==> config.mk <==
export PLATFORM = sky130hd
export DESIGN_NAME = eua_front
export DESIGN_NICKNAME = d
export VERILOG_FILES = /design/src/eua_pkg.sv /design/src/eua_front.sv
export SDC_FILE = /design/constraint.sdc
export NUM_CORES = 2
export LEC_CHECK = 0
export ABC_CLOCK_PERIOD_IN_PS = 15700
export BUFFER_PORTS_ARGS = -buffer_cell sky130_fd_sc_hd__buf_2
export CAP_MARGIN = 20
export CORE_MARGIN = 1
export CORE_UTILIZATION = 49
export DETAILED_ROUTE_END_ITERATION = 12
export GPL_ROUTABILITY_DRIVEN = 1
export PLACE_DENSITY = 0.77
export SLEW_MARGIN = 0
export SYNTH_ARGS = -nofsm -noshare
export SYNTH_HDL_FRONTEND = slang
export SYNTH_SLANG_ARGS = --single-unit
==> constraint.sdc <==
create_clock -name i_clk -period 15.7 [get_ports i_clk]
set_clock_uncertainty 0.2 [all_clocks]
set_input_delay 1.57 -clock i_clk [delete_from_list [all_inputs] [get_ports i_clk]]
set_output_delay 1.57 -clock i_clk [all_outputs]
set_load 0.02 [all_outputs]
==> src/eua_pkg.sv <==
// Package: operation codes, pipeline word types and sizes for the execute unit.
package eua_pkg;

    localparam int XLEN      = 32;
    localparam int PC_W      = 31;
    localparam int DIV_STEPS = XLEN;

    // Operation codes
    localparam logic [4:0] CMD_ADD   = 5'd0;
    localparam logic [4:0] CMD_SUB   = 5'd1;
    localparam logic [4:0] CMD_MUL   = 5'd2;
    localparam logic [4:0] CMD_DIV   = 5'd3;
    localparam logic [4:0] CMD_AND   = 5'd4;
    localparam logic [4:0] CMD_OR    = 5'd5;
    localparam logic [4:0] CMD_XOR   = 5'd6;
    localparam logic [4:0] CMD_NOT   = 5'd7;
    localparam logic [4:0] CMD_SLL   = 5'd8;
    localparam logic [4:0] CMD_SLA   = 5'd9;
    localparam logic [4:0] CMD_SRL   = 5'd10;
    localparam logic [4:0] CMD_SRA   = 5'd11;
    localparam logic [4:0] CMD_CMPLT = 5'd12;
    localparam logic [4:0] CMD_CMPGT = 5'd13;
    localparam logic [4:0] CMD_CMPEQ = 5'd14;
    localparam logic [4:0] CMD_ADDI  = 5'd15;
    localparam logic [4:0] CMD_SUBI  = 5'd16;
    localparam logic [4:0] CMD_MULI  = 5'd17;
    localparam logic [4:0] CMD_DIVI  = 5'd18;
    localparam logic [4:0] CMD_LOAD  = 5'd19;
    localparam logic [4:0] CMD_STORE = 5'd20;
    localparam logic [4:0] CMD_BEQ   = 5'd21;
    localparam logic [4:0] CMD_BEQI  = 5'd22;
    localparam logic [4:0] CMD_J     = 5'd23;
    localparam logic [4:0] CMD_JR    = 5'd24;
    localparam logic [4:0] CMD_JAL   = 5'd25;
    localparam logic [4:0] CMD_JALR  = 5'd26;
    localparam logic [4:0] CMD_NOP   = 5'd27;
    localparam logic [4:0] CMD_HALT  = 5'd28;

    // Which unit supplies the final result
    typedef enum logic [1:0] {
        K_ALU = 2'd0,
        K_MUL = 2'd1,
        K_DIV = 2'd2
    } t_kind;

    typedef struct packed {
        logic [4:0]      cmd;
        logic [XLEN-1:0] first_value;
        logic [XLEN-1:0] second_value;
        logic [XLEN-1:0] target_value;
        logic [XLEN-1:0] immediate;
        logic [PC_W-1:0] pc;
    } t_instr;

    // Context that travels with each word down the pipeline
    typedef struct packed {
        t_kind           kind;
        logic [XLEN-1:0] res;
        logic            wr;
        logic            wf;
        logic            ov;
        logic            dz;
        logic            neg;
        logic            br;
        logic [XLEN-1:0] npc;
        logic            rd;
        logic            wm;
        logic [XLEN-1:0] addr;
        logic [XLEN-1:0] sdata;
        logic            halt;
    } t_ctx;

    // Restoring divider working set
    typedef struct packed {
        logic [XLEN-1:0] rem;
        logic [XLEN-1:0] dvd;
        logic [XLEN-1:0] dvs;
    } t_div;

    typedef struct packed {
        logic [XLEN-1:0] result;
        logic            write_reg;
        logic [3:0]      flags;
        logic            write_flags;
        logic            branch_taken;
        logic [XLEN-1:0] next_pc;
        logic            mem_read;
        logic            mem_write;
        logic [XLEN-1:0] mem_addr;
        logic [XLEN-1:0] store_data;
        logic            finished;
    } t_res;

endpackage

==> src/eua_front.sv <==
// Front stage: operand select, ALU, branch, address, multiplier and divider setup.
module eua_front (
    input  logic            i_clk,
    input  logic            i_rst_n,
    input  logic            i_en,
    input  logic            i_vld,
    input  eua_pkg::t_instr i_ins,
    output logic            o_vld,
    output eua_pkg::t_ctx   o_ctx,
    output logic [63:0]     o_prod,
    output eua_pkg::t_div   o_div
);
    import eua_pkg::*;

    logic            r_vld;
    t_ctx            r_ctx, n_ctx;
    logic [63:0]     r_prod, n_prod;
    t_div            r_div, n_div;
    logic [XLEN-1:0] a, b, op2, pc1;
    logic [XLEN:0]   sum, dif;
    logic [4:0]      sh;
    logic            use_imm;

    assign a       = i_ins.first_value;
    assign b       = i_ins.second_value;
    assign use_imm = (i_ins.cmd == CMD_ADDI) || (i_ins.cmd == CMD_SUBI) ||
                     (i_ins.cmd == CMD_MULI) || (i_ins.cmd == CMD_DIVI);
    assign op2     = use_imm ? i_ins.immediate : b;
    assign sum     = {a[XLEN-1], a} + {op2[XLEN-1], op2};
    assign dif     = {a[XLEN-1], a} - {op2[XLEN-1], op2};
    assign sh      = b[4:0];
    assign pc1     = {1'b0, i_ins.pc} + 32'd1;

    // Compute everything but the multiply and divide finish
    always_comb begin
        n_ctx       = '0;
        n_ctx.kind  = K_ALU;
        n_ctx.npc   = pc1;
        n_ctx.sdata = b;
        n_ctx.dz    = (op2 == '0);
        n_ctx.neg   = a[XLEN-1] ^ op2[XLEN-1];
        n_prod      = 64'($signed(a) * $signed(op2));
        n_div.rem   = '0;
        n_div.dvd   = a[XLEN-1] ? (~a + 32'd1) : a;
        n_div.dvs   = op2[XLEN-1] ? (~op2 + 32'd1) : op2;
        case (i_ins.cmd) inside
            CMD_ADD, CMD_ADDI: begin
                n_ctx.res = sum[XLEN-1:0];
                n_ctx.ov  = sum[XLEN] ^ sum[XLEN-1];
                n_ctx.wr  = 1'b1;
                n_ctx.wf  = 1'b1;
            end
            CMD_SUB, CMD_SUBI: begin
                n_ctx.res = dif[XLEN-1:0];
                n_ctx.ov  = dif[XLEN] ^ dif[XLEN-1];
                n_ctx.wr  = 1'b1;
                n_ctx.wf  = 1'b1;
            end
            CMD_MUL, CMD_MULI: begin
                n_ctx.kind = K_MUL;
                n_ctx.wr   = 1'b1;
                n_ctx.wf   = 1'b1;
            end
            CMD_DIV, CMD_DIVI: begin
                n_ctx.kind = K_DIV;
                n_ctx.wr   = 1'b1;
                n_ctx.wf   = 1'b1;
            end
            CMD_AND, CMD_OR, CMD_XOR, CMD_NOT, CMD_SLL, CMD_SLA, CMD_SRL, CMD_SRA,
            CMD_CMPLT, CMD_CMPGT, CMD_CMPEQ: begin
                n_ctx.wr = 1'b1;
                n_ctx.wf = 1'b1;
                case (i_ins.cmd)
                    CMD_AND:   n_ctx.res = a & b;
                    CMD_OR:    n_ctx.res = a | b;
                    CMD_XOR:   n_ctx.res = a ^ b;
                    CMD_NOT:   n_ctx.res = ~a;
                    CMD_SLL:   n_ctx.res = a << sh;
                    CMD_SLA: begin
                        n_ctx.res = a << sh;
                        n_ctx.ov  = a[XLEN-1] ^ n_ctx.res[XLEN-1];
                    end
                    CMD_SRL:   n_ctx.res = a >> sh;
                    CMD_SRA:   n_ctx.res = $signed(a) >>> sh;
                    CMD_CMPLT: n_ctx.res = {31'd0, $signed(a) < $signed(b)};
                    CMD_CMPGT: n_ctx.res = {31'd0, $signed(a) > $signed(b)};
                    CMD_CMPEQ: n_ctx.res = {31'd0, a == b};
                    default:   n_ctx.res = '0;
                endcase
            end
            CMD_LOAD: begin
                n_ctx.addr = a + i_ins.immediate;
                n_ctx.rd   = 1'b1;
                n_ctx.wr   = 1'b1;
            end
            CMD_STORE: begin
                n_ctx.addr = a + i_ins.immediate;
                n_ctx.wm   = 1'b1;
            end
            CMD_BEQ: begin
                if (a == b) begin
                    n_ctx.br  = 1'b1;
                    n_ctx.npc = pc1 + i_ins.immediate;
                end
            end
            CMD_BEQI: begin
                if (a == b) begin
                    n_ctx.br  = 1'b1;
                    n_ctx.npc = i_ins.target_value;
                end
            end
            CMD_J, CMD_JAL: begin
                n_ctx.br  = 1'b1;
                n_ctx.npc = pc1 + i_ins.immediate;
                if (i_ins.cmd == CMD_JAL) begin
                    n_ctx.res = pc1;
                    n_ctx.wr  = 1'b1;
                end
            end
            CMD_JR, CMD_JALR: begin
                n_ctx.br  = 1'b1;
                n_ctx.npc = a + i_ins.immediate;
                if (i_ins.cmd == CMD_JALR) begin
                    n_ctx.res = pc1;
                    n_ctx.wr  = 1'b1;
                end
            end
            CMD_HALT: begin
                n_ctx.halt = 1'b1;
                n_ctx.npc  = {1'b0, i_ins.pc};
            end
            default: begin
            end
        endcase
    end

    // Advance on enable
    always_ff @(posedge i_clk) begin
        if (!i_rst_n) begin
            r_vld <= 1'b0;
        end else if (i_en) begin
            r_vld <= i_vld;
        end
    end

    always_ff @(posedge i_clk) begin
        if (i_en) begin
            r_ctx  <= n_ctx;
            r_prod <= n_prod;
            r_div  <= n_div;
        end
    end

    assign o_vld  = r_vld;
    assign o_ctx  = r_ctx;
    assign o_prod = r_prod;
    assign o_div  = r_div;
endmodule

==> out/results.txt <==
status: completed
post-route setup TNS: 0 ps
CTS root buffer: clkbuf_16
worst slew pin tran: 1230 ps
DP Area: 64200 um^2
Post-CTS Setup Bufs: 0
hpwl dp: 182000 um
Netlist cell types: 97
Syn Std Cell Area: 60500 um^2
vias in the first global route: 53264
post-synthesis sequential area ratio: 13.3%
Port Buffers: 435
first-pass GRT wire length: 347000 um
total grt overflow: 0
maximum number of pins on one net before global-route repair: 91
Worst-Skew Late Latency: 660 ps
post-route ant nets: 0
Avg Vias per Cell: 6.16
Hold WC Path Type: reg2reg
core area: 122000 um^2
RSZ-0062 raised after global routing: no
num rows: 128
Max-slew headroom: 17.5%
critical path type: in2reg
share of cells above drive strength 1: 11.1%
CTS tree: done
drt wl/cell: 27.2 um
Slew Limit Fails: 0
NumNets Final: 8608
cts repair resizes: 0
H-tree depth: 1
Final period util: 78.0%
area growth from synthesis to layout: 7.89%
dpl cells: 8526
Overall Global Routing Usage: 37.4%
max-cap violation count: 0
Via Count: 52889
post-synthesis cell count: 6717
register bit total from synthesis: 268
total CTS buffers: 30
cell area after layout: 65300 um^2
Clock Pin Slew Worst Setup and Hold Paths: 70 ps
number of synthesized flops with an enable pin: 267
Initial Util: 49.5%
Max clock buf depth: 3
CTS Sinks: 268
DIE HEIGHT: 353 um
critical path fanouts, max: 56
WL final: 233000 um
First DRT Iteration DRCs: 6779
Util after Layout: 53.5%
DRC: 0
Syn. warnings: 0
# setup viols final: 0
Final min period: 12250 ps
DIE WIDTH: 353 um
GP Congestion: 1.02
Arr. time, crit path: 12480 ps
First-pass DRT Iterations: 6
final hold vios: 0
initial antenna violation count: 15
crit start category: input port
slowest stage cell, crit path: fa_1
CP max stage delay: 950 ps
WP data required: 15930 ps
Most used DFF post-synth: edfxtp_1
post-route insts no fill: 8592
# IOs: 468
cell mode on critical path: fa_1
Die ar.: 125000 um^2
CP Capture Type: flop
Async SR Flop Fraction: 0%
fmax: 81.6 MHz
synthesized area per cell: 9.01 um^2
Post-CTS Hold Fix Bufs: 0
[cell usage in the layout, fill, tap and decap left out, types with 187 or more instances in the layout]
cell / instances
inv_1: 1137
fa_1: 1086
nor2_1: 845
nand2_1: 689
buf_2: 432
ha_1: 417
a21oi_1: 292
edfxtp_1: 267
o21ai_0: 202
xnor2_1: 187
[layer usage]
layer	global-route usage, %	wire (um)	up-vias	part of all wire [%]
met3	9.93	30000	873	13
met1	48.0	84200	26155	36
met2	56.4	100000	3904	43
met4	23.5	18900	4	8.1
met5	0	27	-	0.012
li1	-	-	21953	-
[worst max-delay path: cells and delay by family]
family | cells | cell delay (ps)
compound gates | 6 | 1790
xor+xnor | 1 | 100
fa+ha+maj | 9 | 5000
buf+inv | 6 | 1880
mux | 2 | 440
simple gates | 4 | 1550
[cell usage after synthesis (all sizes together) (68+ instances only)]
cell / instances / area share (%)
xor2: 73 / 1.1
a21oi: 294 / 2.5
nand2: 690 / 4.3
buf: 107 / 1.0
edfxtp: 267 / 13
o21ai: 215 / 1.8
clkbuf: 297 / 1.8
nand3: 68 / 0.56
inv: 1154 / 7.2
nor3: 83 / 0.71
fa: 1086 / 36
xnor2: 188 / 2.7
ha: 417 / 8.6
a21o: 93 / 1.2
nor2: 851 / 5.3
[layout make-up]
type,count,area (um^2)
Antenna cell,6,15.0
Clock buffer,30,751
Clock inverter,26,318
Fill cell,11079,56900
Inverter,1174,4410
Multi-Input combinational cell,4902,46600
Sequential cell,268,8040
Tap cell,1625,2030
Timing Repair Buffer,561,3200
[worst paths after layout]
| check | to | from | slack, ps | depth (start not counted) |
|---|---|---|---|---|
| setup / recovery | o_prod[57]$_DFFE_PP_ | i_ins[159] | 3450 | 28 |
| hold / removal | o_vld$_SDFFE_PN0P_ | o_vld$_SDFFE_PN0P_ | 310 | 2 |
| setup reg to reg | o_vld$_SDFFE_PN0P_ | o_vld$_SDFFE_PN0P_ | 14920 | 2 |
| hold reg to reg | o_vld$_SDFFE_PN0P_ | o_vld$_SDFFE_PN0P_ | 310 | 2 |
[stage by stage]
stage	hold slack (ps)	setup slack, ps
after CTS	320	3590
after global routing	371	2990
after floorplan	389	5330
after detailed placement	299	2910
after global placement	293	2970
final	311	3450
[state kept, by name, indices dropped and copies added, names as in the netlist]
name    cells
o_ctx     139
o_div      64
o_prod     64
o_vld       1
[cell families (layout without fill, tap and decap cells)]
group           count (synthesis)  in the layout  share of synthesized area (%)
compound gates               1060           1060                           11.5
mux                           116            116                           3.26
flops                         268            268                           13.3
simple gates                 1930           1930                           13.5
buf+inv                      1578           1791                           10.2
fa+ha+maj                    1503           1503                           44.5
xor+xnor                      261            261                           3.79
other cells                     1             38                        0.00619
Power is left out: the tool's default activity adds up to more than one toggle a clock period on the data nets, which glitch-free logic cannot reach.
